<file path="src/rtl/kms_pkg.sv">
// kms_pkg: shared constants for the key matrix scan and debounce block.
// No dependencies; imported by every module of the block.
package kms_pkg;

  // default matrix shape
  localparam int unsigned ROWS_DEF = 6;
  localparam int unsigned COLS_DEF = 19;

  // fixed field widths
  localparam int unsigned COL_W   = 5;
  localparam int unsigned QCNT_W  = 8;
  localparam int unsigned PCNT_W  = 7;

  localparam logic [QCNT_W-1:0] RELOAD_RST = 8'd255;
  localparam logic [QCNT_W-1:0] RELOAD_MIN = 8'd1;
  localparam logic [PCNT_W-1:0] PCNT_MAX   = 7'd127;

  // status produced by the update logic for one request
  typedef struct packed {
    logic settled;
    logic bounce_seen;
  } kms_status_t;

endpackage

</file>
<file path="src/rtl/kms_in_reg.sv">
// kms_in_reg: input register stage for scanned column requests.
// Depends on kms_pkg.
module kms_in_reg import kms_pkg::*; #(
  parameter int unsigned ROWS = ROWS_DEF
) (
  input  logic             clk,
  input  logic             rst_n,
  input  logic             in_valid,
  output logic             in_stall,
  input  logic [COL_W-1:0] in_column_index,
  input  logic [ROWS-1:0]  in_row_bits,
  input  logic             in_scan_end,
  input  logic             advance,
  output logic             st_valid,
  output logic [COL_W-1:0] st_column_index,
  output logic [ROWS-1:0]  st_row_bits,
  output logic             st_scan_end
);

  logic             valid_r, valid_nxt;
  logic [COL_W-1:0] col_r;
  logic [ROWS-1:0]  rows_r;
  logic             end_r;

  assign in_stall = valid_r && !advance;

  always_comb begin
    if (!in_stall) begin
      valid_nxt = in_valid;
    end else begin
      valid_nxt = valid_r;
    end
  end

  always_ff @(posedge clk) begin
    if (!rst_n) begin
      valid_r <= 1'b0;
    end else begin
      valid_r <= valid_nxt;
    end
  end

  always_ff @(posedge clk) begin
    if (in_valid && !in_stall) begin
      col_r  <= in_column_index;
      rows_r <= in_row_bits;
      end_r  <= in_scan_end;
    end
  end

  assign st_valid        = valid_r;
  assign st_column_index = col_r;
  assign st_row_bits     = rows_r;
  assign st_scan_end     = end_r;

endmodule

</file>
<file path="src/rtl/kms_core.sv">
// kms_core: raw and stable matrices, shared quiet counter, key counts and
// the result register. Depends on kms_pkg.
module kms_core import kms_pkg::*; #(
  parameter int unsigned ROWS = ROWS_DEF,
  parameter int unsigned COLS = COLS_DEF
) (
  input  logic              clk,
  input  logic              rst_n,
  input  logic              cfg_valid,
  input  logic [QCNT_W-1:0] cfg_data,
  input  logic              st_valid,
  input  logic [COL_W-1:0]  st_column_index,
  input  logic [ROWS-1:0]   st_row_bits,
  input  logic              st_scan_end,
  output logic              advance,
  output logic              out_valid,
  input  logic              out_stall,
  output logic [ROWS-1:0]   out_stable_column,
  output logic              out_settled,
  output logic              out_bounce_seen,
  output logic [PCNT_W-1:0] out_pressed_count
);

  localparam int unsigned IDX_W  = (COLS > 1) ? $clog2(COLS) : 1;
  localparam int unsigned KEYS   = ROWS * COLS;
  localparam int unsigned KCNT_W = $clog2(KEYS + 1);
  localparam int unsigned RCNT_W = $clog2(ROWS + 1);

  logic [ROWS-1:0]   raw_r    [COLS];
  logic [ROWS-1:0]   stable_r [COLS];
  logic [QCNT_W-1:0] reload_r;
  logic [QCNT_W-1:0] qcnt_r, qcnt_nxt;
  logic [KCNT_W-1:0] raw_cnt_r, raw_cnt_nxt;
  logic [KCNT_W-1:0] stab_cnt_r, stab_cnt_nxt;

  logic              out_valid_r, out_valid_nxt;
  logic [ROWS-1:0]   col_out_r, col_out_nxt;
  kms_status_t       stat_r, stat_nxt;
  logic [PCNT_W-1:0] pcnt_r, pcnt_nxt;

  logic              fire;
  logic              in_range;
  logic [IDX_W-1:0]  idx;
  logic [ROWS-1:0]   raw_old;
  logic              changed;
  logic [QCNT_W-1:0] q_after_load;
  logic              do_copy;
  logic [RCNT_W-1:0] pc_old, pc_new;

  assign advance  = !out_valid_r || !out_stall;
  assign fire     = st_valid && advance;
  assign in_range = {{(32-COL_W){1'b0}}, st_column_index} < COLS;
  assign idx      = in_range ? st_column_index[IDX_W-1:0] : '0;
  assign raw_old  = raw_r[idx];
  assign changed  = in_range && (raw_old != st_row_bits);

  // popcounts of the old and new column, for the running raw key count
  always_comb begin
    pc_old = '0;
    pc_new = '0;
    for (int r = 0; r < ROWS; r++) begin
      pc_old = pc_old + RCNT_W'(raw_old[r]);
      pc_new = pc_new + RCNT_W'(st_row_bits[r]);
    end
  end

  always_comb begin
    q_after_load = changed ? reload_r : qcnt_r;
    qcnt_nxt     = q_after_load;
    do_copy      = 1'b0;
    if (st_scan_end && (q_after_load != '0)) begin
      qcnt_nxt = q_after_load - 1'b1;
      do_copy  = (qcnt_nxt == '0);
    end
  end

  always_comb begin
    raw_cnt_nxt = raw_cnt_r;
    if (changed) begin
      raw_cnt_nxt = raw_cnt_r - KCNT_W'(pc_old) + KCNT_W'(pc_new);
    end
    stab_cnt_nxt = do_copy ? raw_cnt_nxt : stab_cnt_r;
  end

  // result fields
  always_comb begin
    if (!in_range) begin
      col_out_nxt = '0;
    end else if (do_copy) begin
      col_out_nxt = st_row_bits;   // raw column equals the input after update
    end else begin
      col_out_nxt = stable_r[idx];
    end
    stat_nxt.settled     = (qcnt_nxt == '0);
    stat_nxt.bounce_seen = changed && (qcnt_r != '0);
    if ({{(32-KCNT_W){1'b0}}, stab_cnt_nxt} > 32'(PCNT_MAX)) begin
      pcnt_nxt = PCNT_MAX;
    end else begin
      pcnt_nxt = PCNT_W'(stab_cnt_nxt);
    end
  end

  always_comb begin
    if (fire) begin
      out_valid_nxt = 1'b1;
    end else if (out_stall) begin
      out_valid_nxt = out_valid_r;
    end else begin
      out_valid_nxt = 1'b0;
    end
  end

  always_ff @(posedge clk) begin
    if (!rst_n) begin
      reload_r    <= RELOAD_RST;
      qcnt_r      <= RELOAD_RST;
      raw_cnt_r   <= '0;
      stab_cnt_r  <= '0;
      out_valid_r <= 1'b0;
      for (int c = 0; c < COLS; c++) begin
        raw_r[c]    <= '0;
        stable_r[c] <= '0;
      end
    end else begin
      out_valid_r <= out_valid_nxt;
      if (cfg_valid) begin
        reload_r <= (cfg_data == '0) ? RELOAD_MIN : cfg_data;
      end
      if (fire) begin
        qcnt_r     <= qcnt_nxt;
        raw_cnt_r  <= raw_cnt_nxt;
        stab_cnt_r <= stab_cnt_nxt;
        for (int c = 0; c < COLS; c++) begin
          if (changed && (idx == IDX_W'(c))) begin
            raw_r[c] <= st_row_bits;
          end
          if (do_copy) begin
            stable_r[c] <= (changed && (idx == IDX_W'(c))) ? st_row_bits : raw_r[c];
          end
        end
      end
    end
  end

  always_ff @(posedge clk) begin
    if (fire) begin
      col_out_r <= col_out_nxt;
      stat_r    <= stat_nxt;
      pcnt_r    <= pcnt_nxt;
    end
  end

  assign out_valid         = out_valid_r;
  assign out_stable_column = col_out_r;
  assign out_settled       = stat_r.settled;
  assign out_bounce_seen   = stat_r.bounce_seen;
  assign out_pressed_count = pcnt_r;

endmodule

</file>
<file path="src/rtl/key_matrix_scan_debounce_top.sv">
// key_matrix_scan_debounce_top: top level of the key matrix scan debouncer.
// Depends on kms_pkg, kms_in_reg and kms_core.

// Takes one scanned column per request (index, active-high row bits, end of
// scan flag) and returns one result per request: the debounced bits of that
// column, a settled flag, a bounce flag and the number of keys pressed in
// the stable matrix. A shared quiet counter reloads from the cfg register
// (0 is taken as 1) on any change and counts down once per scan; at zero the
// raw matrix is copied to the stable matrix. One request is accepted every
// cycle while in_stall is low; a request passes through the input register
// and then the result register, where its result is held until taken. Reset
// clears both matrices.
module key_matrix_scan_debounce_top import kms_pkg::*; #(
  parameter int unsigned ROWS = ROWS_DEF,
  parameter int unsigned COLS = COLS_DEF
) (
  input  logic              clk,
  input  logic              rst_n,
  input  logic              cfg_valid,
  output logic              cfg_ready,
  input  logic [QCNT_W-1:0] cfg_data,
  input  logic              in_valid,
  output logic              in_stall,
  input  logic [COL_W-1:0]  in_column_index,
  input  logic [ROWS-1:0]   in_row_bits,
  input  logic              in_scan_end,
  output logic              out_valid,
  input  logic              out_stall,
  output logic [ROWS-1:0]   out_stable_column,
  output logic              out_settled,
  output logic              out_bounce_seen,
  output logic [PCNT_W-1:0] out_pressed_count
);

  logic             advance;
  logic             st_valid;
  logic [COL_W-1:0] st_column_index;
  logic [ROWS-1:0]  st_row_bits;
  logic             st_scan_end;

  assign cfg_ready = 1'b1;

  kms_in_reg #(
    .ROWS (ROWS)
  ) u_in_reg (
    .clk             (clk),
    .rst_n           (rst_n),
    .in_valid        (in_valid),
    .in_stall        (in_stall),
    .in_column_index (in_column_index),
    .in_row_bits     (in_row_bits),
    .in_scan_end     (in_scan_end),
    .advance         (advance),
    .st_valid        (st_valid),
    .st_column_index (st_column_index),
    .st_row_bits     (st_row_bits),
    .st_scan_end     (st_scan_end)
  );

  kms_core #(
    .ROWS (ROWS),
    .COLS (COLS)
  ) u_core (
    .clk               (clk),
    .rst_n             (rst_n),
    .cfg_valid         (cfg_valid && cfg_ready),
    .cfg_data          (cfg_data),
    .st_valid          (st_valid),
    .st_column_index   (st_column_index),
    .st_row_bits       (st_row_bits),
    .st_scan_end       (st_scan_end),
    .advance           (advance),
    .out_valid         (out_valid),
    .out_stall         (out_stall),
    .out_stable_column (out_stable_column),
    .out_settled       (out_settled),
    .out_bounce_seen   (out_bounce_seen),
    .out_pressed_count (out_pressed_count)
  );

endmodule

</file>
<file path="config.mk">
export PLATFORM = sky130hd
export DESIGN_NAME = key_matrix_scan_debounce_top
export DESIGN_NICKNAME = d
export VERILOG_FILES = /design/src/rtl/kms_pkg.sv /design/src/rtl/kms_in_reg.sv /design/src/rtl/kms_core.sv /design/src/rtl/key_matrix_scan_debounce_top.sv
export SDC_FILE = /design/constraint.sdc
export NUM_CORES = 1
export LEC_CHECK = 0
export BUFFER_PORTS_ARGS = -buffer_cell sky130_fd_sc_hd__buf_2
export CORE_MARGIN = 8
export CORE_UTILIZATION = 57
export DETAILED_ROUTE_END_ITERATION = 10
export GPL_TIMING_DRIVEN = 0
export PLACE_DENSITY = 0.77
export SLEW_MARGIN = 20
export SYNTH_ARGS = -nofsm -noshare
export SYNTH_HDL_FRONTEND = slang
export SYNTH_HIERARCHICAL = 1
export SYNTH_SLANG_ARGS = --single-unit
</file>
<file path="constraint.sdc">
create_clock -name clk -period 8.2 [get_ports clk]
set_clock_uncertainty 0.2 [all_clocks]
set_input_delay 0.82 -clock clk [delete_from_list [all_inputs] [get_ports clk]]
set_output_delay 0.82 -clock clk [all_outputs]
set_load 0.05 [all_outputs]
</file>
; ---- Word level (Yosys, flattened, before mapping)
; Memories as Yosys holds them, arrays and structs flattened.
; Cells that the tools add are included.
[classes]
addsub = 13
n_lt_le_gt_ge = 1
eq_ne = 20
n_mux = 148
n_bitwise = 38
reduce_logical = 36
[ops]
columns = op, count
row1 = $mux W6, 58
row2 = $mux W1, 84
row3 = $eq A5 B4 Y1 const B, 8
row4 = $or A1 B1 Y1, 38
row5 = $logic_and A1 B1 Y1, 25
row6 = $add A3 B1 Y3, 8
row7 = $logic_not A8 Y1, 3
row8 = $mux W8, 3
row9 = $eq A5 B3 Y1 const B, 4
row10 = $reduce_bool A8 Y1, 2
row11 = $eq A5 B5 Y1 const B, 3
row12 = $mux W7, 2
row13 = $eq A5 B2 Y1 const B, 2
row14 = $sub A8 B1 Y8 const B, 1
row15 = $add A7 B3 Y7, 1
row16 = $sub A7 B3 Y7, 1
row17 = $ne A6 B6 Y1, 1
row18 = $eq A5 B1 Y1 const B, 1
row19 = $logic_not A5 Y1, 1
row20 = $lt A5 B5 Y1 const B, 1
row21 = $mux W5, 1
row22 = $add A1 B1 Y2, 2
row23 = $logic_not A1 Y1, 4
row24 = $ne A2 B1 Y1 const B, 1
row25 = $logic_or A1 B1 Y1, 1
[totals]
register_bits = 59
ram_bits = 228
in_bits = 25
output_inout_bits = 18
elab_cells = 271
n_memories = 2
[mem_list]
columns = memory, words, word_bits, read_ports, rd_clocked_by_memory_dff, wr, line
row1 = u_core.raw_r, 19, 6, 20, 0, 19, kms_core.sv:29  ; logic [ROWS-1:0] raw_r [COLS];
row2 = u_core.stable_r, 19, 6, 1, 0, 19, kms_core.sv:30  ; logic [ROWS-1:0] stable_r [COLS];

; ---- Longest topological paths before layout
; An unclocked memory read counts as a cell.
[depth]
word_depth = 14
mapped_depth = 29
mapped_depth_nobuf = 21

; ---- By module
; Netlist, hierarchy kept.
[modules_own_cells]
columns = mod, n_inst, cells_per_inst, area_each_um2, seq_area_each_um2
row1 = kms_core, 1, 1469, 14615.3, 7917.6
row2 = kms_in_reg, 1, 16, 407.9, 380.4
row3 = key_matrix_scan_debounce_top, 1, 2, 11.3, 0.0

; ---- Worst setup path after synthesis
; No wires, ideal clock.
[synth_path]
kind = reg-to-reg
startpoint = register u_in_reg.col_r[0] (netlist: u_in_reg/st_column_index[0])
endpoint = memory u_core/stable_r[0][0] (netlist bit) (enable)
setup_ns = 0.477
arrival_ns = 7.544
required_time_ns = 7.523
slack_ns = -0.020
path_stages_with_launch = 27
n_path_buf = 6
period_less_slack_ns = 8.220
cell_sequence = edfxtp_1 > buf_4 > nand2b_1 > buf_2 > nor2_1 > buf_2 > a222oi_1 > a21oi_1 > o41ai_4 > xnor2_1 > and2_4 > a21oi_2 > buf_4 > buf_2 > mux2i_1 > ha_1 > nor2b_1 > clkbuf_1 > xnor2_1 > nor3_1 > a31oi_1 > nor3_1 > o211ai_1 > or2_2 > o221ai_2 > nand3_1 > nand2_1
[synth_lines]
columns = element, line
row1 = start: declaration, kms_in_reg.sv:21  ; logic [COL_W-1:0] col_r;
row2 = start signal: assignment, kms_in_reg.sv:45  ; col_r <= in_column_index;
row3 = end: declaration, kms_core.sv:30

==> metrics.txt <==
NumNets Final=1608; die area=31800 um^2; port bufs=40; synth top area cells=edfxtp_1 51%, nand2_1 6.2%, a21oi_1 4.6%, nor2_1 4.3%, dfxtp_1 4.3%; clk root buf=clkbuf_16; CTS tree=done; routed length per instance=28.2 um; die width=178 um; Synth top area share=around half; Post-DRT Antenna Nets=0; Core Area=26000 um^2; routability cong.=1.11; slowest CP cell=nor4_1; Unique masters post-synth=79; Max clock buf depth=3; placed cells=about 1.9k; Avg Vias per Cell=6.89; Power, Total=3.91 mW; grt total ovfl=0; max-slew violations=0; share of cells above drive strength 1=10.6%; CTS H-Tree Depth=1; drt total wl=54200 um; most frequent cell after synthesis=edfxtp_1; first-pass GRT wire length=80000 um; largest net degree at the start of global routing=63; Worst path max stage delay=0.67 ns; CP bufs+invs=7; antenna violations before repair=1; Starting DRT DRC Count=2184; HPWL after DPL=40200 um; total CTS buffers=31; Cell Area, Synth=~15000 um^2; vias in the first global route=12.5k; period utilisation layout=97.9%; commonest register cell after synthesis=edfxtp_1; Fin Hold WS=~0.23 ns; placed inst area=15700 um^2; Synth-to-Final Area Change=12.2%; VDD IR-drop max=0.000223 V; die height=around 180 um; DRC Markers=0; Ys Warns=6; Rows=between 50 and 60; final core utilization=64.9%; Fill cells=2101; area leader, netlist=edfxtp_1; fin crit period=8.03 ns; Least-Margin Pin Slew=1.17 ns; Post-synth EDFFs=255; status=completed; router iterations before antenna repair=6; CP required=8.22 ns; Worst-path clk slew=approximately 0.060 ns; Hold Crit Class=in -> reg; Max-cap violations=0; Leakage=5.79 nW; PD cells=232 nW/um^2; delay-heaviest family, CP=simple AND/OR/NAND/NOR gates; number of synthesized register bits=287; RSZ-0062 raised after global routing=no; critical path peak fanout=62; f_max=~120 MHz; kind of critical path=reg -> reg; relative slew slack=21.9%; Clock Sinks=287; Hold Buf Count CTS=0; Syn Nets=~1.5k; Worst Path Arrival=8.04 ns; Cells after Synth=about 1.5k; fin area=16900 um^2; asr flop ratio synth=0%; Starting Density=between 50% and 60%; Non-Filler Instances=1924; Fin. Hold Viols=0; Startpoint Class=register; DR vias=13.3k; Seq/Total Area, Yosys=between 50% and 60%; Crit. End Element=register; Clock Latency Late Sink=0.56 ns; GRT Overall Usage=34.2%; Syn Area/Cell=10.1 um^2; flip-flop and latch area=8300 um^2; I/O pin count=43; Reg2Reg Setup Slack=between 0.15 and 0.2 ns; area of the multi-input gates=slightly above 6000 um^2; synth cell count leaders=255 x edfxtp_1, 248 x nand2_1, 173 x nor2_1, 138 x a21oi_1, 96 x o21ai_0; Setup violations, final=0
[flip-flops by register name, indices dropped and copies added (netlist names), 7 cells and up]
register                  cells
u_core/raw_r                114
u_core/qcnt_r                 8
u_core/raw_cnt_r              7
u_core/stable_r             114
u_core/stab_cnt_r             7
u_core/out_pressed_count      7
u_core/reload_r               8
[layout make-up]
type	count	share of cell area, %
sequential	287	49.2
buffer	116	2.87
clock inverter	24	1.83
timing repair buffer	43	1.44
inverter	42	0.934
tap	335	2.48
multi-input combinational	1043	36.5
antenna	1	0.0148
clock buffer	33	4.76
[through the flow]
step	setup WS (ns)	TNS (ns)
2_1_floorplan	1.05	0
3_3_place_gp	-1.22	-137.68
3_5_place_dp	-0.129	-7.88
4_1_cts	0.0822	0
5_1_grt	0.0118	0
6_report	0.174	0
[repair_timing]
item / CTS / global route
setup buffers: 0 / 2
pin swaps: 1 / 1
endpoints found under the setup margin: 62 / 222
gates cloned: 1 / 0
gates resized for setup: 2 / 7
[cells by family after synthesis]
family	count (synthesis)	synth area share [%]
AO/OA/AOI/OAI	396	17.6
XOR/XNOR	14	0.816
adder cells (fa/ha/maj)	19	2.08
buffers and inverters	158	4.24
flip-flops	287	55.2
multiplexers	69	4.73
other	1	0.0249
AND/OR/NAND/NOR	543	15.4
[path summary, 6_finish.rpt]
path / start / end / cells after the start
max: u_in_reg/st_column_index[1] / u_core/stable_r[8][2] / 26
min reg2reg: u_core/stab_cnt_r[0] / u_core/stab_cnt_r[0] / 2
min: in_row_bits[2] / u_in_reg/st_row_bits[2] / 1
max reg2reg: u_in_reg/st_column_index[1] / u_core/stable_r[8][2] / 26
[routing by layer]
layer / track usage, % / up-vias / share of wire [%]
li1: - / 5650 / -
met1: 45.9 / 6272 / 37
met2: 51.5 / 1120 / 43
met3: 8.09 / 215 / 15
met4: 16.3 / 2 / 5.5
met5: 0 / - / 0.024
[report_power, final]
part           total [mW]  switching, mW  internal, mW
logic               0.698          0.451         0.248
clock network        1.51          0.602         0.906
registers            1.71         0.0492          1.66
[cell usage in the layout (no fill, tap or decap), types with 9 or more instances in the layout]
cell and instances:
o21ai_0 95, clkbuf_16 31, xnor2_1 10, a211oi_1 10
a222oi_1 25, nand3_1 24, o32a_1 14, fa_1 10
inv_1 41, nor2_1 173, nand2_1 247, o221ai_1 12
ha_1 9, nor3_1 32, edfxtp_1 255, dfxtp_1 32
clkbuf_1 88, mux2_2 16, a21oi_1 138, mux2i_1 53
buf_2 55
No activity file was read; power rests on OpenSTA's default activity.
